<file path="config.mk">
export PLATFORM = sky130hd
export DESIGN_NAME = utf8_to_codepoint_decoder_core
export DESIGN_NICKNAME = d
export VERILOG_FILES = /design/src/rtl/core/u2c_pkg.sv /design/src/rtl/core/u2c_front.sv /design/src/rtl/core/u2c_queue.sv /design/src/rtl/core/u2c_back.sv /design/src/rtl/core/utf8_to_codepoint_decoder_core.sv
export SDC_FILE = /design/constraint.sdc
export NUM_CORES = 1
export LEC_CHECK = 0
export BUFFER_PORTS_ARGS = -buffer_cell sky130_fd_sc_hd__buf_2
export CORE_MARGIN = 2
export CORE_UTILIZATION = 50
export CTS_CLUSTER_SIZE = 12
export DETAILED_ROUTE_END_ITERATION = 8
export PLACE_DENSITY = 0.67
export SYNTH_ARGS = -nofsm -noshare
export SYNTH_HDL_FRONTEND = slang
export SYNTH_SLANG_ARGS = --single-unit
</file>
<file path="constraint.sdc">
create_clock -name clock -period 6.4 [get_ports clock]
set_input_delay 0 -clock clock [delete_from_list [all_inputs] [get_ports clock]]
set_output_delay 0 -clock clock [all_outputs]
set_load 0.005 [all_outputs]
</file>
<file path="src/rtl/core/u2c_pkg.sv">
// Shared types, constants and the lead-byte decode function of the UTF-8 decoder.
package u2c_pkg;

   localparam int CP_WIDTH        = 21;
   localparam int BYTE_WIDTH      = 8;
   localparam int LEN_WIDTH       = 3;
   localparam int QUEUE_DEPTH     = 4;
   localparam int QUEUE_PTR_WIDTH = $clog2(QUEUE_DEPTH);
   localparam int QUEUE_CNT_WIDTH = QUEUE_PTR_WIDTH + 1;

   localparam logic [CP_WIDTH-1:0] REPLACEMENT_CP  = 21'h00FFFD;
   localparam logic [CP_WIDTH-1:0] MAX_CP          = 21'h10FFFF;
   localparam logic [CP_WIDTH-1:0] SURROGATE_FIRST = 21'h00D800;
   localparam logic [CP_WIDTH-1:0] SURROGATE_LAST  = 21'h00DFFF;
   localparam logic [CP_WIDTH-1:0] F4_LEAD_BITS    = 21'h000004;
   localparam logic [CP_WIDTH-1:0] ZERO_BITS       = 21'h000000;

   localparam logic [BYTE_WIDTH-1:0] ASCII_LAST      = 8'h7F;
   localparam logic [BYTE_WIDTH-1:0] NEVER_VALID_LOW = 8'hF5;
   localparam logic [BYTE_WIDTH-1:0] NEVER_VALID_C1  = 8'hC1;
   localparam logic [BYTE_WIDTH-1:0] LEAD_FOUR_FIRST = 8'hF0;
   localparam logic [BYTE_WIDTH-1:0] LEAD_THREE_FIRST = 8'hE0;
   localparam logic [BYTE_WIDTH-1:0] LEAD_TWO_FIRST  = 8'hC0;
   localparam logic [BYTE_WIDTH-1:0] E0_CONT_MIN     = 8'hA0;
   localparam logic [BYTE_WIDTH-1:0] F0_CONT_MIN     = 8'h90;
   localparam logic [BYTE_WIDTH-1:0] C0_CONT_ONLY    = 8'h80;
   localparam logic [1:0]            CONT_TAG        = 2'b10;

   localparam logic [LEN_WIDTH-1:0] LEN_NONE  = 3'd0;
   localparam logic [LEN_WIDTH-1:0] LEN_ONE   = 3'd1;
   localparam logic [LEN_WIDTH-1:0] LEN_TWO   = 3'd2;
   localparam logic [LEN_WIDTH-1:0] LEN_THREE = 3'd3;
   localparam logic [LEN_WIDTH-1:0] LEN_FOUR  = 3'd4;

   typedef struct packed {
      logic                emit;
      logic [CP_WIDTH-1:0] code_point;
      logic                replaced;
      logic                start;
      logic [LEN_WIDTH-1:0] len;
      logic [CP_WIDTH-1:0] bits;
   } lead_type;

   // One queue entry carries all results of one byte: one or two of them.
   typedef struct packed {
      logic                two;
      logic [CP_WIDTH-1:0] cp0;
      logic                rep0;
      logic [CP_WIDTH-1:0] cp1;
      logic                rep1;
   } entry_type;

   function automatic lead_type decode_lead(input logic [BYTE_WIDTH-1:0] c);
      lead_type d;
      d = '0;
      if (c <= ASCII_LAST) begin
         d.emit       = 1'b1;
         d.code_point = {{(CP_WIDTH-BYTE_WIDTH){1'b0}}, c};
      end else if (c >= NEVER_VALID_LOW || c == NEVER_VALID_C1) begin
         d.emit       = 1'b1;
         d.code_point = REPLACEMENT_CP;
         d.replaced   = 1'b1;
      end else if (c >= LEAD_FOUR_FIRST) begin
         d.start = 1'b1;
         d.len   = LEN_FOUR;
         d.bits  = {{(CP_WIDTH-3){1'b0}}, c[2:0]};
      end else if (c >= LEAD_THREE_FIRST) begin
         d.start = 1'b1;
         d.len   = LEN_THREE;
         d.bits  = {{(CP_WIDTH-4){1'b0}}, c[3:0]};
      end else if (c >= LEAD_TWO_FIRST) begin
         d.start = 1'b1;
         d.len   = LEN_TWO;
         d.bits  = {{(CP_WIDTH-5){1'b0}}, c[4:0]};
      end else begin
         d.emit       = 1'b1;
         d.code_point = REPLACEMENT_CP;
         d.replaced   = 1'b1;
      end
      return d;
   endfunction

endpackage

</file>
<file path="src/rtl/core/u2c_front.sv">
// Front end: sequence state, byte classification and result generation per byte.
module u2c_front
   import u2c_pkg::*;
(
   input  logic                  clock,
   input  logic                  reset,
   input  logic                  accept,
   input  logic [BYTE_WIDTH-1:0] text_byte,
   input  logic                  final_byte,
   output logic                  q_push,
   output entry_type             q_entry
);

   logic [LEN_WIDTH-1:0] expected_ff, expected_in;
   logic [LEN_WIDTH-1:0] seen_ff, seen_in;
   logic [CP_WIDTH-1:0]  acc_ff, acc_in;

   lead_type             lead;
   logic                 busy;
   logic                 is_cont;
   logic                 fails;
   logic [CP_WIDTH-1:0]  next_acc;
   logic [LEN_WIDTH-1:0] seen_inc;
   logic                 complete;
   logic                 surrogate;
   logic                 a_v, a_rep, b_v, b_rep, c_v;
   logic [CP_WIDTH-1:0]  a_cp, b_cp;
   logic                 r0_v, r1_v;
   logic [LEN_WIDTH-1:0] st_expected, st_seen;
   logic [CP_WIDTH-1:0]  st_acc;

   assign lead      = decode_lead(text_byte);
   assign busy      = (expected_ff != LEN_NONE) && (seen_ff < expected_ff);
   assign is_cont   = (text_byte[7:6] == CONT_TAG);
   assign next_acc  = {acc_ff[CP_WIDTH-7:0], text_byte[5:0]};
   assign seen_inc  = seen_ff + LEN_ONE;
   assign complete  = (seen_inc == expected_ff);
   assign surrogate = (expected_ff == LEN_THREE) && (next_acc >= SURROGATE_FIRST)
                      && (next_acc <= SURROGATE_LAST);

   always_comb begin
      fails = 1'b0;
      if (seen_ff == LEN_ONE) begin
         if (expected_ff == LEN_FOUR && acc_ff == F4_LEAD_BITS && text_byte >= F0_CONT_MIN)
            fails = 1'b1;
         if (acc_ff == ZERO_BITS) begin
            if ((expected_ff == LEN_THREE && text_byte < E0_CONT_MIN) ||
                (expected_ff == LEN_FOUR && text_byte < F0_CONT_MIN) ||
                (expected_ff == LEN_TWO && text_byte != C0_CONT_ONLY))
               fails = 1'b1;
         end
      end
   end

   always_comb begin
      a_v   = 1'b0;
      a_cp  = REPLACEMENT_CP;
      a_rep = 1'b1;
      b_v   = 1'b0;
      b_cp  = lead.code_point;
      b_rep = lead.replaced;
      st_expected = LEN_NONE;
      st_seen     = LEN_NONE;
      st_acc      = ZERO_BITS;
      priority if (!busy) begin
         a_v   = lead.emit;
         a_cp  = lead.code_point;
         a_rep = lead.replaced;
         if (lead.start) begin
            st_expected = lead.len;
            st_seen     = LEN_ONE;
            st_acc      = lead.bits;
         end
      end else if (is_cont && !fails) begin
         if (complete) begin
            a_v   = 1'b1;
            a_cp  = surrogate ? REPLACEMENT_CP : next_acc;
            a_rep = surrogate;
         end else begin
            st_expected = expected_ff;
            st_seen     = seen_inc;
            st_acc      = next_acc;
         end
      end else begin
         a_v = 1'b1;
         b_v = lead.emit;
         if (lead.start) begin
            st_expected = lead.len;
            st_seen     = LEN_ONE;
            st_acc      = lead.bits;
         end
      end
      c_v = final_byte && (st_expected != LEN_NONE) && (st_seen < st_expected);
      if (c_v) begin
         expected_in = LEN_NONE;
         seen_in     = LEN_NONE;
         acc_in      = ZERO_BITS;
      end else begin
         expected_in = st_expected;
         seen_in     = st_seen;
         acc_in      = st_acc;
      end
   end

   assign r0_v = a_v || c_v;
   assign r1_v = a_v && (b_v || c_v);

   always_comb begin
      q_entry.two  = r1_v;
      q_entry.cp0  = a_v ? a_cp : REPLACEMENT_CP;
      q_entry.rep0 = a_v ? a_rep : 1'b1;
      q_entry.cp1  = b_v ? b_cp : REPLACEMENT_CP;
      q_entry.rep1 = b_v ? b_rep : 1'b1;
   end

   assign q_push = accept && r0_v;

   always_ff @(posedge clock) begin
      if (reset) begin
         expected_ff <= LEN_NONE;
         seen_ff     <= LEN_NONE;
         acc_ff      <= ZERO_BITS;
      end else if (accept) begin
         expected_ff <= expected_in;
         seen_ff     <= seen_in;
         acc_ff      <= acc_in;
      end
   end

endmodule

</file>
<file path="src/rtl/core/u2c_queue.sv">
// Small register queue of per-byte result entries between front and back ends.
module u2c_queue
   import u2c_pkg::*;
(
   input  logic      clock,
   input  logic      reset,
   input  logic      q_push,
   input  entry_type q_entry_in,
   output logic      q_full,
   input  logic      q_pop,
   output entry_type q_entry_out,
   output logic      q_empty
);

   entry_type                  mem_ff [QUEUE_DEPTH];
   logic [QUEUE_PTR_WIDTH-1:0] wr_ptr_ff, wr_ptr_in;
   logic [QUEUE_PTR_WIDTH-1:0] rd_ptr_ff, rd_ptr_in;
   logic [QUEUE_CNT_WIDTH-1:0] count_ff, count_in;
   logic                       do_push, do_pop;

   assign q_full      = (count_ff == QUEUE_CNT_WIDTH'(QUEUE_DEPTH));
   assign q_empty     = (count_ff == '0);
   assign do_push     = q_push && !q_full;
   assign do_pop      = q_pop && !q_empty;
   assign q_entry_out = mem_ff[rd_ptr_ff];

   always_comb begin
      wr_ptr_in = do_push ? wr_ptr_ff + 1'b1 : wr_ptr_ff;
      rd_ptr_in = do_pop ? rd_ptr_ff + 1'b1 : rd_ptr_ff;
      unique case ({do_push, do_pop})
         2'b10:   count_in = count_ff + 1'b1;
         2'b01:   count_in = count_ff - 1'b1;
         default: count_in = count_ff;
      endcase
   end

   always_ff @(posedge clock) begin
      if (reset) begin
         wr_ptr_ff <= '0;
         rd_ptr_ff <= '0;
         count_ff  <= '0;
      end else begin
         wr_ptr_ff <= wr_ptr_in;
         rd_ptr_ff <= rd_ptr_in;
         count_ff  <= count_in;
      end
   end

   always_ff @(posedge clock) begin
      if (do_push)
         mem_ff[wr_ptr_ff] <= q_entry_in;
   end

endmodule

</file>
<file path="src/rtl/core/u2c_back.sv">
// Back end: unpacks queue entries into single results behind an output register.
module u2c_back
   import u2c_pkg::*;
(
   input  logic                clock,
   input  logic                reset,
   input  logic                q_empty,
   input  entry_type           q_entry,
   output logic                q_pop,
   output logic                empty,
   input  logic                pop,
   output logic [CP_WIDTH-1:0] rsp_code_point,
   output logic                rsp_replaced,
   output logic                rsp_last_of_run
);

   logic                out_valid_ff, out_valid_in;
   logic [CP_WIDTH-1:0] out_cp_ff, out_cp_in;
   logic                out_rep_ff, out_rep_in;
   logic                out_last_ff, out_last_in;
   logic                hold_valid_ff, hold_valid_in;
   logic [CP_WIDTH-1:0] hold_cp_ff, hold_cp_in;
   logic                hold_rep_ff, hold_rep_in;
   logic                take;

   assign take = !out_valid_ff || pop;

   always_comb begin
      out_valid_in  = out_valid_ff;
      out_cp_in     = out_cp_ff;
      out_rep_in    = out_rep_ff;
      out_last_in   = out_last_ff;
      hold_valid_in = hold_valid_ff;
      hold_cp_in    = hold_cp_ff;
      hold_rep_in   = hold_rep_ff;
      q_pop         = 1'b0;
      if (take) begin
         priority if (hold_valid_ff) begin
            out_valid_in  = 1'b1;
            out_cp_in     = hold_cp_ff;
            out_rep_in    = hold_rep_ff;
            out_last_in   = 1'b1;
            hold_valid_in = 1'b0;
         end else if (!q_empty) begin
            q_pop         = 1'b1;
            out_valid_in  = 1'b1;
            out_cp_in     = q_entry.cp0;
            out_rep_in    = q_entry.rep0;
            out_last_in   = !q_entry.two;
            hold_valid_in = q_entry.two;
            hold_cp_in    = q_entry.cp1;
            hold_rep_in   = q_entry.rep1;
         end else begin
            out_valid_in = 1'b0;
         end
      end
   end

   always_ff @(posedge clock) begin
      if (reset) begin
         out_valid_ff  <= 1'b0;
         hold_valid_ff <= 1'b0;
      end else begin
         out_valid_ff  <= out_valid_in;
         hold_valid_ff <= hold_valid_in;
      end
   end

   always_ff @(posedge clock) begin
      out_cp_ff   <= out_cp_in;
      out_rep_ff  <= out_rep_in;
      out_last_ff <= out_last_in;
      hold_cp_ff  <= hold_cp_in;
      hold_rep_ff <= hold_rep_in;
   end

   assign empty           = !out_valid_ff;
   assign rsp_code_point  = out_cp_ff;
   assign rsp_replaced    = out_rep_ff;
   assign rsp_last_of_run = out_last_ff;

endmodule

</file>
<file path="src/rtl/core/utf8_to_codepoint_decoder_core.sv">
// Top level of the UTF-8 to code point decoder with error replacement.
// The decoder takes one byte per request and can accept a byte in every cycle in which
// the queue is not full; its sequence state is updated in the same cycle the byte is
// accepted. Each byte gives zero, one or two code points, packed as one entry into a
// four-entry queue; the output register delivers one code point per cycle while pop
// is held, the two results of a byte one after the other. The last code point caused
// by a byte carries rsp_last_of_run. Malformed input gives U+FFFD with rsp_replaced set.
module utf8_to_codepoint_decoder_core
   import u2c_pkg::*;
(
   input  logic                  clock,
   input  logic                  reset,
   input  logic                  push,
   output logic                  full,
   input  logic [BYTE_WIDTH-1:0] req_text_byte,
   input  logic                  req_final_byte,
   output logic                  empty,
   input  logic                  pop,
   output logic [CP_WIDTH-1:0]   rsp_code_point,
   output logic                  rsp_replaced,
   output logic                  rsp_last_of_run
);

   logic      accept;
   logic      q_push, q_full, q_pop, q_empty;
   entry_type q_entry_in, q_entry_out;

   assign full   = q_full;
   assign accept = push && !q_full;

   u2c_front u_front (
      .clock      (clock),
      .reset      (reset),
      .accept     (accept),
      .text_byte  (req_text_byte),
      .final_byte (req_final_byte),
      .q_push     (q_push),
      .q_entry    (q_entry_in)
   );

   u2c_queue u_queue (
      .clock       (clock),
      .reset       (reset),
      .q_push      (q_push),
      .q_entry_in  (q_entry_in),
      .q_full      (q_full),
      .q_pop       (q_pop),
      .q_entry_out (q_entry_out),
      .q_empty     (q_empty)
   );

   u2c_back u_back (
      .clock           (clock),
      .reset           (reset),
      .q_empty         (q_empty),
      .q_entry         (q_entry_out),
      .q_pop           (q_pop),
      .empty           (empty),
      .pop             (pop),
      .rsp_code_point  (rsp_code_point),
      .rsp_replaced    (rsp_replaced),
      .rsp_last_of_run (rsp_last_of_run)
   );

   // A replacement result always carries U+FFFD.
   a_replaced_value: assert property (@(posedge clock) disable iff (reset)
      !empty && rsp_replaced |-> rsp_code_point == REPLACEMENT_CP)
      else $error("replaced result without U+FFFD");

   // A decoded result is a Unicode scalar value.
   a_scalar_value: assert property (@(posedge clock) disable iff (reset)
      !empty && !rsp_replaced |-> rsp_code_point <= MAX_CP &&
         (rsp_code_point < SURROGATE_FIRST || rsp_code_point > SURROGATE_LAST))
      else $error("decoded result outside the scalar range");

   // The first of two results from one byte is always a replacement.
   a_first_of_two: assert property (@(posedge clock) disable iff (reset)
      !empty && !rsp_last_of_run |-> rsp_replaced)
      else $error("first of two results is not a replacement");

   // The second result of a byte follows its first without a gap.
   a_second_follows: assert property (@(posedge clock) disable iff (reset)
      !empty && !rsp_last_of_run && pop |=> !empty)
      else $error("second result of a byte not presented next");

endmodule

</file>
Word-level counts from Yosys, hierarchy flattened
Memory sizes are Yosys's and may differ from the RTL's. A register that Yosys moved wholly into a read port is not among the register bits.
Index checks and enable logic that the tools add are counted.
{ "classes": {"n_eq_ne": 13, "bitwise_logic": 2, "n_reduce_logical": 34, "muxes": 61, "addsub": 5, "n_lt_le_gt_ge": 12} }
{ "op_table": {"columns": ["op", "n"], "rows": [
  ["two-way mux 21 bit", 13],
  ["two-way mux 25 bit", 4],
  ["two-way mux 23 bit", 4],
  ["greater-or-equal comparator 8 bit (second input constant)", 5],
  ["two-way mux 3 bit", 9],
  ["two-way mux 1 bit", 26],
  ["two-way mux 26 bit", 1],
  ["two-way mux 22 bit", 1],
  ["== test 21 x 3 -> 1 bit (second input constant)", 1],
  ["greater-or-equal comparator 21 x 16 -> 1 bit (second input constant)", 1],
  ["less-or-equal comparator 21 x 16 -> 1 bit (second input constant)", 1],
  ["logical NOT 21 bit", 1],
  ["logical AND 1 bit", 16],
  ["< comparator 8 bit (second input constant)", 2],
  ["== test 8 bit (second input constant)", 1],
  ["less-or-equal comparator 8 x 7 -> 1 bit (second input constant)", 1],
  ["!= test 8 bit (second input constant)", 1],
  ["adder 3 x 1 -> 3 bit (second input constant)", 2],
  ["== test 3 x 2 -> 1 bit (second input constant)", 2],
  ["== test 3 bit (second input constant)", 2],
  ["logical OR 1 bit", 6],
  ["< comparator 3 bit", 2],
  ["case mux 3 bit (2 select lines)", 1],
  ["nonzero test 3 bit", 2],
  ["14 further kinds", 22]
]} }
{ "totals": {"elab_cells": 141, "register_bits": 81, "input_bits": 13, "n_memories": 1, "out_inout_bits": 25, "ramBits": 180} }
{ "memory_table": {"columns": ["name", "depth", "width", "rd", "rd_clocked_by_memory_dff", "wr", "line_no", "rtl"], "rows": [
  ["u_queue.mem_ff", 4, 45, 1, 1, 1, "u2c_queue.sv:15", "entry_type mem_ff [QUEUE_DEPTH];"]
]} }

Logic depth before layout (Yosys ltp)
Gate-level depths: netlist of the first run.
{ "depth": {"ltp_word": 19, "mapped_depth": 22, "depth_no_buf": 21} }

Cells and area by module
Synthesis of the first run repeated with hierarchy kept, for this count alone.
{ "unflattened": {"hier_cells": 599, "hier_area_um2": 10766.6} }
{ "by_module_without_submodules": {"columns": ["mod", "area_each_um2", "seq_area_each_um2", "cells_each", "n_inst"], "rows": [
  ["u2c_queue", 7029.2, 5585.4, 289, 1],
  ["u2c_front", 1963.1, 540.5, 226, 1],
  ["u2c_back", 1760.4, 1391.3, 83, 1],
  ["utf8_to_codepoint_decoder_core", 13.8, 0.0, 1, 1]
]} }

Worst setup path after synthesis of the first run
No wires, ideal clock.
{ "synth_path": {"path_type": "flip-flop to flip-flop", "startpoint": "register u_front.expected_ff[1]", "endpoint": "register u_queue.count_ff[2]", "synth_period_minus_slack_ps": 4137, "t_required_ps": 6330, "path_stages_with_launch": 21, "setup_slack_ps": 2263, "setup_time_ps": 70, "n_path_buf": 1, "arrival_time_ps": 4067, "cell_sequence": "dfxtp_1 buf_2 inv_1 ha_1 nor2b_1 o21a_1 nor3_1 o211ai_4 o32a_2 ha_1 nand2_1 or3_1 o211ai_1 o21ai_2 inv_1 ha_1 inv_1 fa_1 xor2_1 or3_1 a21oi_1"} }
{ "synth_between": {"elab_chain_cells": 19, "elab_cells_between_ends": 40, "cone_classes": "2 x order compare; 6 x eq/ne; 14 x mux; 18 x reduce/logical"} }
{ "synth_rtl": {"columns": ["item", "line_no", "rtl"], "rows": [
  ["start, declared", "u2c_front.sv:14", "logic [LEN_WIDTH-1:0] expected_ff, expected_in;"],
  ["start signal, assigned", "u2c_front.sv:124", "expected_ff <= expected_in;"],
  ["parallel branches: the longest is 14 deep, another holds < comparator 3 bit", null, null],
  ["logical OR 1 bit (*)", "u2c_front.sv:105", "assign r0_v = a_v || c_v;"],
  ["logical AND 1 bit (*)", "u2c_front.sv:116", "assign q_push = accept && r0_v;"],
  ["logical AND 1 bit (*)", "u2c_queue.sv:23", "assign do_push = q_push && !q_full;"],
  ["== test 2 x 1 -> 1 bit / == test 2 bit (equally long branches)", "u2c_queue.sv:30", "unique case ({do_push, do_pop})"],
  ["case mux 3 bit (2 select lines) / nonzero test 2 bit (equally long branches)", null, null],
  ["end signal, assigned", "u2c_queue.sv:45", "count_ff <= count_in;"],
  ["end, declared", "u2c_queue.sv:18", "logic [QUEUE_CNT_WIDTH-1:0] count_ff, count_in;"]
]} }
Every way passes the cells marked *.
A chain may end at the register's enable or synchronous reset.

Worst setup path after layout of the first run
{ "layout_path": {"startpoint": "register u_front.seen_ff[0]", "endpoint": "register u_queue.count_ff[2]"} }
{ "layout_between": {"elab_chain_cells": 14, "elab_cells_between_ends": 28, "cone_classes": "1 x add/sub; 2 x order compare; 4 x eq/ne; 11 x mux; 10 x reduce/logical"} }
{ "layout_rtl": {"columns": ["item", "line_no", "rtl"], "rows": [
  ["start, declared", "u2c_front.sv:15", "logic [LEN_WIDTH-1:0] seen_ff, seen_in;"],
  ["start signal, assigned", "u2c_front.sv:125", "seen_ff <= seen_in;"],
  ["parallel branches: the longest is 9 deep, another holds adder 3 x 1 -> 3 bit", null, null],
  ["logical OR 1 bit (*)", "u2c_front.sv:105", null],
  ["logical AND 1 bit (*)", "u2c_front.sv:116", null],
  ["logical AND 1 bit (*)", "u2c_queue.sv:23", null],
  ["== test 2 x 1 -> 1 bit / == test 2 bit (equally long branches)", "u2c_queue.sv:30", null],
  ["case mux 3 bit (2 select lines) / nonzero test 2 bit (equally long branches)", null, null]
]} }
Marks and branches as above.

==> results of run 1 <==
-- cell usage in the layout (no fill, tap or decap), types with 12 or more instances in the layout --
cell type,n
edfxtp_1,160
inv_1,26
clkbuf_16,17
o21ai_0,23
a22o_1,17
buf_2,37
nor2_1,28
ha_1,12
mux4_2,32
nand2_1,12
dfxtp_1,37
-- cell usage after synthesis, types with 2 or more instances --
cell	number	area share, %
and2_1	10	0.77
dfxtp_1	38	9.4
nor4_1	6	0.46
ha_1	12	1.9
o211ai_1	5	0.46
nand2b_1	9	0.70
mux2_2	8	1.1
nor3_1	9	0.56
mux4_2	32	8.9
or2_2	3	0.23
edfxtp_1	160	59
nor2_1	29	1.3
or3_1	8	0.62
nor2b_1	7	0.54
buf_1	5	0.23
xor2_1	3	0.32
nand4_1	3	0.23
a21oi_1	11	0.68
clkbuf_1	12	0.56
a21o_1	11	1.0
buf_2	3	0.19
o21a_1	2	0.19
inv_1	26	1.2
a22oi_1	2	0.19
nand3_1	3	0.19
o21ai_0	23	1.4
and3_1	2	0.15
o31ai_1	2	0.19
xnor2_1	2	0.22
a32o_1	4	0.49
nand2_1	12	0.56
or4_1	2	0.19
a22o_1	17	1.8
-- kinds of logic after synthesis --
logic type,count (synthesis),share of synthesized area (%)
compound gates,89,8.21
buf+inv,48,2.38
fa+ha+maj,13,2.10
flops,198,68.8
simple gates,111,7.41
xor+xnor,6,0.835
mux,42,10.3
-- through the flow --
stage | cell area (um2) | instances | util (%) | worst slack [ns] | total power, mW
final | 9210 | 790 | 58.2 | 1.77 | 3.33
after global routing | 9210 | 790 | 58.2 | 1.38 | 3.48
after CTS | 9210 | 790 | 58.2 | 1.73 | 3.36
after detailed placement | 8540 | 749 | 54.0 | 1.77 | 2.35
after global placement | 8540 | 749 | 54.0 | 1.87 | 2.33
after floorplan | 8090 | 507 | - | 2.26 | 2.12
-- timing repair --
action,CTS,global route
endpoints found under the setup margin,0,0
hold endpoints to repair,20,0
hold buffers,9,0
-- worst max-delay path: cells and delay by family (launching register included) --
kind	cells	cell delay [ns]
AOI/OAI and AO/OA	5	1.09
xor gates and xnor gates	1	0.16
adders and majority gates	4	1.04
buffers and inverters	2	0.13
DFF	1	0.41
and+or+nand+nor	6	1.76
-- state kept, by name, indices dropped and copies added, names as in the netlist, named ones only --
signal and count:
u_queue.count_ff 3, u_back.rsp_replaced 1, u_back.hold_valid_ff 1, u_back.rsp_code_point 21
u_back.rsp_last_of_run 1, u_front.seen_ff 3, u_back.out_valid_ff 1, u_queue.mem_ff 128
u_front.acc_ff 21, u_back.hold_cp_ff 9, u_front.expected_ff 3, u_queue.wr_ptr_ff 2
u_queue.rd_ptr_ff 2
-- layer usage --
metal	track usage [%]	part of all wire, %	wire (um)	vias to the layer above
met3	3.78	4.2	656	6
li1	-	-	-	2075
met4	5.74	0.63	98	0
met2	31.8	50	7780	95
met5	0	0	0	-
met1	25.9	45	7090	2288
-- worst paths after layout --
| kind | slack, ns | from | to |
|---|---|---|---|
| setup reg to reg | 1.77 | u_front.seen_ff[0] | u_queue.count_ff[2] |
| hold reg to reg | 0.48 | u_front.acc_ff[18] | u_front.acc_ff[18] |
| setup / recovery | 1.77 | u_front.seen_ff[0] | u_queue.count_ff[2] |
| hold / removal | 0.04 | push | u_front.expected_ff[0] |
-- final cells by class --
| class | count | area, um2 |
|---|---|---|
| Clock buffer | 18 | 429 |
| Clock inverter | 14 | 145 |
| Fill cell | 1221 | 6620 |
| Inverter | 26 | 97.6 |
| Multi-Input combinational cell | 261 | 2340 |
| Sequential cell | 198 | 5570 |
| Tap cell | 216 | 270 |
| Timing Repair Buffer | 57 | 358 |
-- report_power, final --
| part | leakage, nW | total, mW | switching, mW | internal, mW |
|---|---|---|---|---|
| Clock | 0.271 | 1.01 | 0.467 | 0.547 |
| Combinational | 1.10 | 0.656 | 0.371 | 0.285 |
| Sequential | 1.70 | 1.66 | 0.0437 | 1.62 |
==> impl_results.md, run 1 <==
* Synth Warn # at 0
* Avg WL per Cell at 19.8 um
* GP Congestion at 0.861
* Status: completed
* Asr flop ratio synth at 0%
* Max_cap viols at 0
* Slew Limit Headroom at 27.0%
* Synth Instances at 507
* Via count at 4464
* CP Class: flop to flop
* Root Driver: clkbuf_16
* RSZ-0062 raised after global routing: false
* Sequential share of the synthesized area at 68.8%
* Drt drc at 0
* Full die area at 17200 um2
* IR drop worst, VDD at 0.202 mV
* Distinct cells, synth at 59
* Req. time, crit path at 6.76 ns
* Area growth from synthesis to layout at 13.8%
* Setup violations, final at 0
* CTS tree: done
* Slowest stage delay, CP at 0.48 ns
* Max Transition Viols Final at 0
* Via/cell ratio at 5.65
* Nets@finish at 587
* H-Tree Depth at 4
* Reg clk slew, reported paths at 0.07 ns
* CP max-delay cell: o211ai_1
* Routed Antenna Nets at 0
* Cell area power density at 362 nW/um2
* Top-level I/O count at 38
* Initial antenna violation count at 0
* Number of synthesized flops with an enable pin at 160
* Nature of the critical path endpoint: flop
* CTS resizes at 0
* Worst setup SP type: flop
* CP arrival at 4.99 ns
* Main synth FF type: edfxtp_1
* Leakage at 3.07 nW
* Critical Path Most Common Cell: ha_1
* Die Wd at 131 um
* Largest net degree at the start of global routing at 33
* Syn avg cell area at 16.0 um2
* CTS buffer count at 17
* Number of diodes at 0
* Max Fclk at 216 MHz
* Initial Util at 51.1%
* Syn_nets at 533
* All-layer global routing usage at 19.1%
* Rows at 46
* Worst hold slack at 0.0361 ns
* Hold Crit Class: primary input to flop
* Sum Neg Setup Slack at 0 ns
* Fin crit period at 4.63 ns
* Clk buf depth at 2
* DP HPWL at 9600 um
* CP cell instances: ha_1, or4b_1, nor4_1, nand4_1, o211ai_1, a21oi_1, ha_1, nand2_1, or3_1, o211ai_1, o21ai_2, inv_1, ha_1, inv_1, fa_1, xor2_1, or3_1, a21oi_1
* Worst-path maximum fanout at 7
* Post-Syn Area at 8090 um2
* Setup Skew at 0.0134 ns
* Number of post-CTS setup repair buffers at 0
* Port Buffers at 37
* Core Area at 15800 um2
* 1st-iter DRT viols at 352
* CTS sink count at 198
* #FFs+latches synth at 198
* First-pass GRT wire length at 25300 um
* Vias in the first global route at 4629
* Final WL at 15600 um
* Worst hold stages at 4
* Worst-Margin Slew at 1.08 ns
* Global route total overflow at 0
* Final Cycle Share at 72.4%
* Fin. Hold Viols at 0
* Skew-Pair Late Insertion Delay at 0.42 ns
* DRT Pass-1 Iters at 5
* Die Ht at 131 um
* Layout cells sized above 1 at 23.3%
* Cells on worst reg2reg path at 18
Note: power is estimated with default switching activity, not from simulation.
==> run 2, diff against run 1 <==
--- a/config.mk
+++ b/config.mk
@@ -5,12 +5,13 @@
 export SDC_FILE = /design/constraint.sdc
 export NUM_CORES = 1
 export LEC_CHECK = 0
+export ABC_AREA = 1
 export BUFFER_PORTS_ARGS = -buffer_cell sky130_fd_sc_hd__buf_2
 export CORE_MARGIN = 2
 export CORE_UTILIZATION = 50
 export CTS_CLUSTER_SIZE = 12
 export DETAILED_ROUTE_END_ITERATION = 8
-export PLACE_DENSITY = 0.67
+export PLACE_DENSITY = 0.7
 export SYNTH_ARGS = -nofsm -noshare
 export SYNTH_HDL_FRONTEND = slang
 export SYNTH_SLANG_ARGS = --single-unit
==> constraint.sdc (replaced) <==
create_clock -name clock -period 3.78 [get_ports clock]
set_input_delay 0 -clock clock [delete_from_list [all_inputs] [get_ports clock]]
set_output_delay 0 -clock clock [all_outputs]
set_load 0.005 [all_outputs]
==> run 2 against run 1 <==
  * Via count increased by 31%
  * Register-to-register slack got worse by 1.5 ns
  * Die area increased by 4.5%
  * Clock skew decreased by 0.0041 ns
  * Highest routed layer unchanged
==> impl_results.md, run 2 <==
* Initial antenna violation count at 0 (unchanged)
* Worst-Margin Slew at 0.897 ns (was 1.08 ns)
* Biggest regs: u_queue.mem_ff: 128 flops, u_back.rsp_code_point: 21 flops, u_front.acc_ff: 21 flops (unchanged)
* Flop-to-flop setup slack at 0.25 ns (was 1.77 ns)
* Worst hold slack at 0.0170 ns (was 0.0361 ns)
* Critical path origin: u_front.expected_ff[0] (was u_front.seen_ff[0])
* CTS buffer count at 17 (unchanged)
* Fin crit period at 3.53 ns (was 4.63 ns)
* Terminus of the critical flop-to-flop path: u_queue.count_ff[2] (unchanged)
* Max_cap viols at 0 (unchanged)
* Global route total overflow at 0 (unchanged)
* Final WL at 18100 um (was 15600 um)
* Worst r2r src: u_front.expected_ff[0] (was u_front.seen_ff[0])
* Syn avg cell area at 11.0 um2 (was 16.0 um2)
* Via/cell ratio at 5.58 (was 5.65)
* Req. time, crit path at 4.09 ns (was 6.76 ns)
* Fin area at 9540 um2 (was 9210 um2)
* DP HPWL at 11400 um (was 9600 um)
* Worst setup SP type: flop (unchanged)
* Final Cycle Share at 93.3% (was 72.4%)
* Top-level I/O count at 38 (unchanged)
* Die Wd at 134 um (was 131 um)
* Placed cell areas at 8940 um2 (was 8540 um2)
* H-Tree Depth at 4 (unchanged)
* Most Crowded Layer GR: met2 (unchanged)
* Max Fclk at 283 MHz (was 216 MHz)
* GP Congestion at 0.855 (was 0.861)
* Largest net degree at the start of global routing at 65 (was 33)
* Rows at 47 (was 46)
* Crit path to: u_queue.count_ff[2] (unchanged)
* CP arrival at 3.84 ns (was 4.99 ns)
* Final Util at 57.5% (was 58.2%)
* Full die area at 18000 um2 (was 17200 um2)
* M1 GR Usage at 27.1% (was 25.9%)
* Main synth FF type: edfxtp_1 (unchanged)
* Area leader, netlist: edfxtp_1 (unchanged)
* All-layer global routing usage at 20.7% (was 19.1%)
* Vias in the first global route at 5659 (was 4629)
* Biggest register: u_queue.mem_ff (unchanged)
* Status: completed (unchanged)
* Number of synthesized flops with an enable pin at 160 (unchanged)
* Nature of the critical path endpoint: flop (unchanged)
* Routed Antenna Nets at 0 (unchanged)
* Syn_nets at 798 (was 533)
* Setup violations, final at 0 (unchanged)
* Reg clk slew, reported paths at 0.06 ns (was 0.07 ns)
* Final instance count without filler cells at 1048 (was 790)
* Drt drc at 0 (unchanged)
* Cells after DPL at 1011 (was 749)
* Layout cells sized above 1 at 16.4% (was 23.3%)
* Via count at 5846 (was 4464)
* Nets@finish at 845 (was 587)
* CTS tree: done (unchanged)
* Die Ht at 134 um (was 131 um)
* Fin. Hold Viols at 0 (unchanged)
* M3 GR Usage at 3.29% (was 3.78%)
* Leakage at 3.29 nW (was 3.07 nW)
* Synth area leaders: edfxtp_1 57%, dfxtp_1 9.0%, nand2_1 5.0%, nor2_1 4.9%, o21ai_0 3.8% (was edfxtp_1 59%, dfxtp_1 9.4%, mux4_2 8.9%, ha_1 1.9%, a22o_1 1.8%)
* Number of diodes at 0 (unchanged)
* Root Driver: clkbuf_16 (unchanged)
* Cells on worst reg2reg path at 24 (was 18)
* Share of the synthesized area in the top cell type at 56.7% (was 59.4%)
* Hold Crit Class: primary input to flop (unchanged)
* Most frequent cells in the layout: 160 x edfxtp_1, 113 x nand2_1, 109 x nor2_1 (was 160 x edfxtp_1, 37 x dfxtp_1, 37 x buf_2)
* Met2 usage at 34.6% (was 31.8%)
* DRT Pass-1 Iters at 5 (unchanged)
* Post-Syn Area at 8470 um2 (was 8090 um2)
* Sequential share of the synthesized area at 65.7% (was 68.8%)
* Synth Instances at 772 (was 507)
* Avg WL per Cell at 17.2 um (was 19.8 um)
* Core Area at 16600 um2 (was 15800 um2)
* Port Buffers at 37 (unchanged)
* Distinct cells, synth at 41 (was 59)
* First-pass GRT wire length at 28400 um (was 25300 um)
* Dpl ws at 0.0143 ns (was 1.77 ns)
* CTS sink count at 198 (unchanged)
* Commonest non-fill, non-tap cell in the layout: edfxtp_1 (unchanged)
* Initial Util at 51.1% (about the same)
* Top cell types by occurrence after synthesis: 160 x edfxtp_1, 113 x nand2_1, 110 x nor2_1, 65 x o21ai_0, 57 x inv_1 (was 160 x edfxtp_1, 38 x dfxtp_1, 32 x mux4_2, 29 x nor2_1, 26 x inv_1)
* Cell area power density at 630 nW/um2 (was 362 nW/um2)
* FILL cells at 1402 (was 1221)
* Synth Warn # at 0 (unchanged)
* Area growth from synthesis to layout at 12.6% (was 13.8%)
* #FFs+latches synth at 198 (unchanged)
* Setup Skew at 0.00925 ns (was 0.0134 ns)
* Slew Limit Headroom at 39.8% (was 27.0%)
* Flip-flop count of the largest register after layout at 128 (unchanged)
* Skew-Pair Late Insertion Delay at 0.43 ns (was 0.42 ns)
* Worst Slack Setup Final at 0.251 ns (was 1.77 ns)
* Clk buf depth at 2 (unchanged)
* 1st-iter DRT viols at 650 (was 352)
* CP Class: flop to flop (unchanged)
* Asr flop ratio synth at 0% (unchanged)
* IR drop worst, VDD at 0.357 mV (was 0.202 mV)
* Most frequent cell after synthesis: edfxtp_1 (unchanged)
* Worst-path maximum fanout at 5 (was 7)
* Max Transition Viols Final at 0 (unchanged)
* RSZ-0062 raised after global routing: true (was false)
-- run 2: what timing repair did --
| item | CTS | global route |
|---|---|---|
| hold buffers | 6 | 0 |
| setup endpoints to repair | 0 | 2 |
| endpoints found under the hold margin | 9 | 0 |
| buffers inserted | 0 | 3 |
| resized for setup | 0 | 15 |
-- run 2: worst max-delay path, stage by stage (launching register included) --
cell	delay [ns]
dfxtp_1	0.43
inv_2	0.09
nand3_1	0.13
nand3b_1	0.13
nand3_1	0.10
nand3_2	0.09
nand2_2	0.07
nor2_4	0.19
inv_1	0.10
o21ai_2	0.16
inv_1	0.06
ha_1	0.29
a21oi_1	0.06
nand2_1	0.10
a21oi_4	0.04
nand2_2	0.12
nand2_8	0.07
nand2_4	0.10
ha_2	0.19
inv_2	0.05
fa_1	0.39
a21oi_1	0.17
o21ai_1	0.10
o21ai_1	0.13
a21oi_1	0.05
-- run 2: routing by layer --
metal,vias to the layer above,part of all wire [%]
met1,2814,43
li1,2792,-
met4,0,1.9
met3,30,5.9
met2,210,49
met5,-,0
-- run 2: cell type report --
class,instances,area [um2],area share (%)
flip-flops and latches,198,5570,58.4
multi-input cells,475,2510,26.3
repair buffers,63,445,4.67
clock buffers,19,433,4.54
well taps,220,275,2.89
inverters,64,240,2.52
clock inverters,9,58.8,0.616
-- run 2: cells by family (layout without fill, tap and decap cells) --
group	count (synthesis)	after routing	synth area share, %
adder cells (fa/ha/maj)	13	13	2.01
XOR/XNOR	1	1	0.103
AO/OA/AOI/OAI	167	167	11.6
flip-flops	198	198	65.7
AND/OR/NAND/NOR	294	294	15.8
buffers and inverters	99	155	4.82
-- run 2: power by group --
group | internal (mW) | leakage, nW | switching [mW]
sequential | 2.79 | 1.70 | 0.0761
clock | 0.824 | 0.242 | 0.727
combinational | 0.498 | 1.35 | 1.09
-- run 2: how the worst min path moves through the flow --
stage	start	cells past startpoint	end
global route	req_text_byte[4]	5	u_front.acc_ff[4]
CTS	req_text_byte[4]	5	u_front.acc_ff[4]
detailed placement	req_text_byte[0]	3	u_front.acc_ff[0]
floorplan	req_text_byte[5]	2	u_front.acc_ff[5]
global placement	req_text_byte[1]	3	u_front.acc_ff[1]
finish	req_text_byte[4]	5	u_front.acc_ff[4]
-- run 2: stage by stage --
step / TNS (ns) / power (mW)
2_1_floorplan: -12.24 / 3.90
6_report: 0 / 6.01
3_3_place_gp: 0 / 4.43
5_1_grt: -0.0399 / 6.31
4_1_cts: 0 / 6.03
3_5_place_dp: 0 / 4.49
==> run 3, diff against run 2 <==
--- a/config.mk
+++ b/config.mk
@@ -7,11 +7,12 @@
 export LEC_CHECK = 0
 export ABC_AREA = 1
 export BUFFER_PORTS_ARGS = -buffer_cell sky130_fd_sc_hd__buf_2
-export CORE_MARGIN = 2
+export CORE_MARGIN = 3
 export CORE_UTILIZATION = 50
 export CTS_CLUSTER_SIZE = 12
 export DETAILED_ROUTE_END_ITERATION = 8
 export PLACE_DENSITY = 0.7
+export REMOVE_ABC_BUFFERS = 1
 export SYNTH_ARGS = -nofsm -noshare
 export SYNTH_HDL_FRONTEND = slang
 export SYNTH_SLANG_ARGS = --single-unit
==> run 3 against run 2 <==
  * Die area up 3.0%
  * First-iteration DRC count down 19%
  * Clock power up 14%
  * Sequential share of layout area down 0.49 points
  * Maximum frequency down 0.16%
  * Worst setup slack worse by 0.0057 ns
  * Via count down 0.36%
  * Combinational power about the same
  * Flip-flop and latch count unchanged
  * Worst hold slack better by 0.070 ns
  * Critical path type unchanged
==> impl_results.md, run 3 (same netlist as run 2, synthesis figures left out) <==
* CTS tree: done (unchanged)
* Final Cycle Share at 93.5% (was 93.3%)
* Routed Antenna Nets at 0 (unchanged)
* CP Class: flop to flop (unchanged)
* Flip-flop count of the largest register after layout at 128 (unchanged)
* Nets@finish at 843 (was 845)
* Skew-Pair Late Insertion Delay at 0.43 ns (about the same)
* GP Congestion at 0.867 (was 0.855)
* Worst hold slack at 0.0866 ns (was 0.0170 ns)
* Leakage at 3.32 nW (was 3.29 nW)
* Worst hold stages at 3 (was 5)
* Initial antenna violation count at 0 (unchanged)
* Worst Hold End: u_queue.mem_ff[1][7] (was u_front.acc_ff[4])
* Cells on worst reg2reg path at 22 (was 24)
* Req. time, crit path at 4.15 ns (was 4.09 ns)
* Global route total overflow at 0 (unchanged)
* Hold Crit Class: primary input to flop (unchanged)
* Final WL at 18100 um (about the same)
* Port Buffers at 37 (unchanged)
* Terminus of the critical flop-to-flop path: u_queue.count_ff[1] (was u_queue.count_ff[2])
* Worst-Margin Slew at 0.930 ns (was 0.897 ns)
* Fin. Hold Viols at 0 (unchanged)
* Commonest non-fill, non-tap cell in the layout: edfxtp_1 (unchanged)
* Layout cells sized above 1 at 16.9% (was 16.4%)
* H-Tree Depth at 4 (unchanged)
* Clk buf depth at 2 (unchanged)
* All-layer global routing usage at 20.3% (was 20.7%)
* Comb pwr share at 25.2% (was 26.4%)
* Reg clk slew, reported paths at 0.07 ns (was 0.06 ns)
* Core Area at 16200 um2 (was 16600 um2)
* Slew Limit Headroom at 37.6% (was 39.8%)
* Worst-path maximum fanout at 10 (was 5)
* Min-delay src: req_text_byte[6] (was req_text_byte[4])
* Fin area at 9620 um2 (was 9540 um2)
* Cell area power density at 644 nW/um2 (was 630 nW/um2)
* Worst setup SP type: flop (unchanged)
* RSZ-0062 raised after global routing: false (was true)
* Root Driver: clkbuf_16 (unchanged)
* Die Wd at 136 um (was 134 um)
* Most frequent cells in the layout: 160 x edfxtp_1, 112 x nand2_1, 110 x nor2_1 (was 160 x edfxtp_1, 113 x nand2_1, 109 x nor2_1)
* CP arrival at 3.90 ns (was 3.84 ns)
* Top-level I/O count at 38 (unchanged)
* Placed cell areas at 8930 um2 (was 8940 um2)
* Pint at 4.29 mW (was 4.12 mW)
* Switching power at 1.91 mW (was 1.89 mW)
* Dpl ws at 0.0676 ns (was 0.0143 ns)
* Full die area at 18500 um2 (was 18000 um2)
* First-pass GRT wire length at 28600 um (was 28400 um)
* DRT Pass-1 Iters at 5 (unchanged)
* IR drop worst, VDD at 0.386 mV (was 0.357 mV)
* Setup Skew at 0.00767 ns (was 0.00925 ns)
* CTS buffer count at 17 (unchanged)
* 1st-iter DRT viols at 528 (was 650)
* Number of diodes at 0 (unchanged)
* Biggest register: u_queue.mem_ff (unchanged)
* Max Transition Viols Final at 0 (unchanged)
* FILL cells at 1296 (was 1402)
* Die Ht at 136 um (was 134 um)
* Flop-to-flop setup slack at 0.25 ns (about the same)
* Biggest regs: u_queue.mem_ff: 128 flops, u_back.rsp_code_point: 21 flops, u_front.acc_ff: 21 flops (unchanged)
* Status: completed (unchanged)
* Clock power frac at 28.5% (was 25.8%)
* Nature of the critical path endpoint: flop (unchanged)
* Max_cap viols at 0 (unchanged)
* Via/cell ratio at 5.57 (was 5.58)
* Rows at 46 (was 47)
* Fin crit period at 3.53 ns (about the same)
* Worst Slack Setup Final at 0.246 ns (was 0.251 ns)
* Drt drc at 0 (unchanged)
* Sequential power share at 46.3% (was 47.8%)
* DP HPWL at 11000 um (was 11400 um)
* Initial Util at 52.2% (was 51.1%)
* Worst r2r src: u_front.expected_ff[2] (was u_front.expected_ff[0])
* Vias in the first global route at 5627 (was 5659)
* CTS sink count at 198 (unchanged)
* Max Fclk at 283 MHz (about the same)
* Largest net degree at the start of global routing at 65 (unchanged)
* Switching share of power at 30.8% (was 31.5%)
* Setup violations, final at 0 (unchanged)
* Area growth from synthesis to layout at 13.6% (was 12.6%)
* Avg WL per Cell at 17.3 um (was 17.2 um)
* Via count at 5825 (was 5846)
## run 3: power by group through the flow
stage               logic [mW]  clock network [mW]  registers [mW]
floorplan                0.832                   0            3.01
detailed placement        1.57                   0            2.92
CTS                       1.58                1.79            2.87
global placement          1.50                   0            2.91
global route              1.75                1.87            2.89
finish                    1.56                1.77            2.87
## run 3: worst max path at each step
stage	from	to	slack [ns]	depth (start not counted)
after global placement	u_front.seen_ff[1]	u_queue.count_ff[2]	0.22	24
after detailed placement	u_front.seen_ff[1]	u_queue.count_ff[2]	0.07	24
final	u_front.expected_ff[2]	u_queue.count_ff[1]	0.25	22
after CTS	u_front.seen_ff[1]	u_queue.count_ff[2]	0.05	24
after global routing	u_front.expected_ff[2]	u_queue.count_ff[2]	0.006	23
after floorplan	u_queue.count_ff[0]	u_queue.count_ff[2]	-0.62	12
## run 3: repair_timing
item / in CTS / in global routing
resized for setup: 0 / 15
hold endpoints to repair: 15 / 0
setup buffers: 0 / 2
endpoints found under the setup margin: 0 / 2
hold buffers: 7 / 0
## run 3: metal layers
metal  GRT usage, %  share of wire [%]  vias up
met3           4.22                5.8       29
met2           33.6                 49      184
li1               -                  -     2784
met5              0                  0        -
met1           26.9                 43     2828
met4           6.77                2.0        0
## run 3: worst max-delay path: stages (launching register included)
cell and delay [ns]:
dfxtp_4 0.37, inv_2 0.05, ha_1 0.31, nand2_1 0.08
nor2_1 0.05, a211oi_2 0.25, o21ai_1 0.15, inv_2 0.13
nand2_8 0.10, a21oi_2 0.13, ha_1 0.25, a21oi_1 0.14
nand2_1 0.10, a21oi_4 0.12, nand2_2 0.11, nand2_8 0.09
nand2_4 0.08, ha_1 0.22, inv_2 0.07, fa_1 0.41
nor2_1 0.11, a21oi_1 0.05, nor2_1 0.09
## run 3: per-stage QoR
stage               power [mW]  setup TNS (ns)  instances  util [%]
floorplan                 3.85          -64.27        737         -
global placement          4.41               0       1005      55.0
detailed placement        4.49               0       1005      55.0
CTS                       6.24               0       1044      59.1
global route              6.52               0       1046      59.3
finish                    6.20               0       1046      59.3
## run 3: area by class of cell
class / count / area, um2 / share of cell area, %
Clock inverter: 11 / 124 / 1.29
Sequential cell: 198 / 5580 / 57.9
Inverter: 64 / 240 / 2.50
Clock buffer: 21 / 460 / 4.78
Timing Repair Buffer: 61 / 433 / 4.50
Multi-Input combinational cell: 475 / 2520 / 26.2
Tap cell: 216 / 270 / 2.81
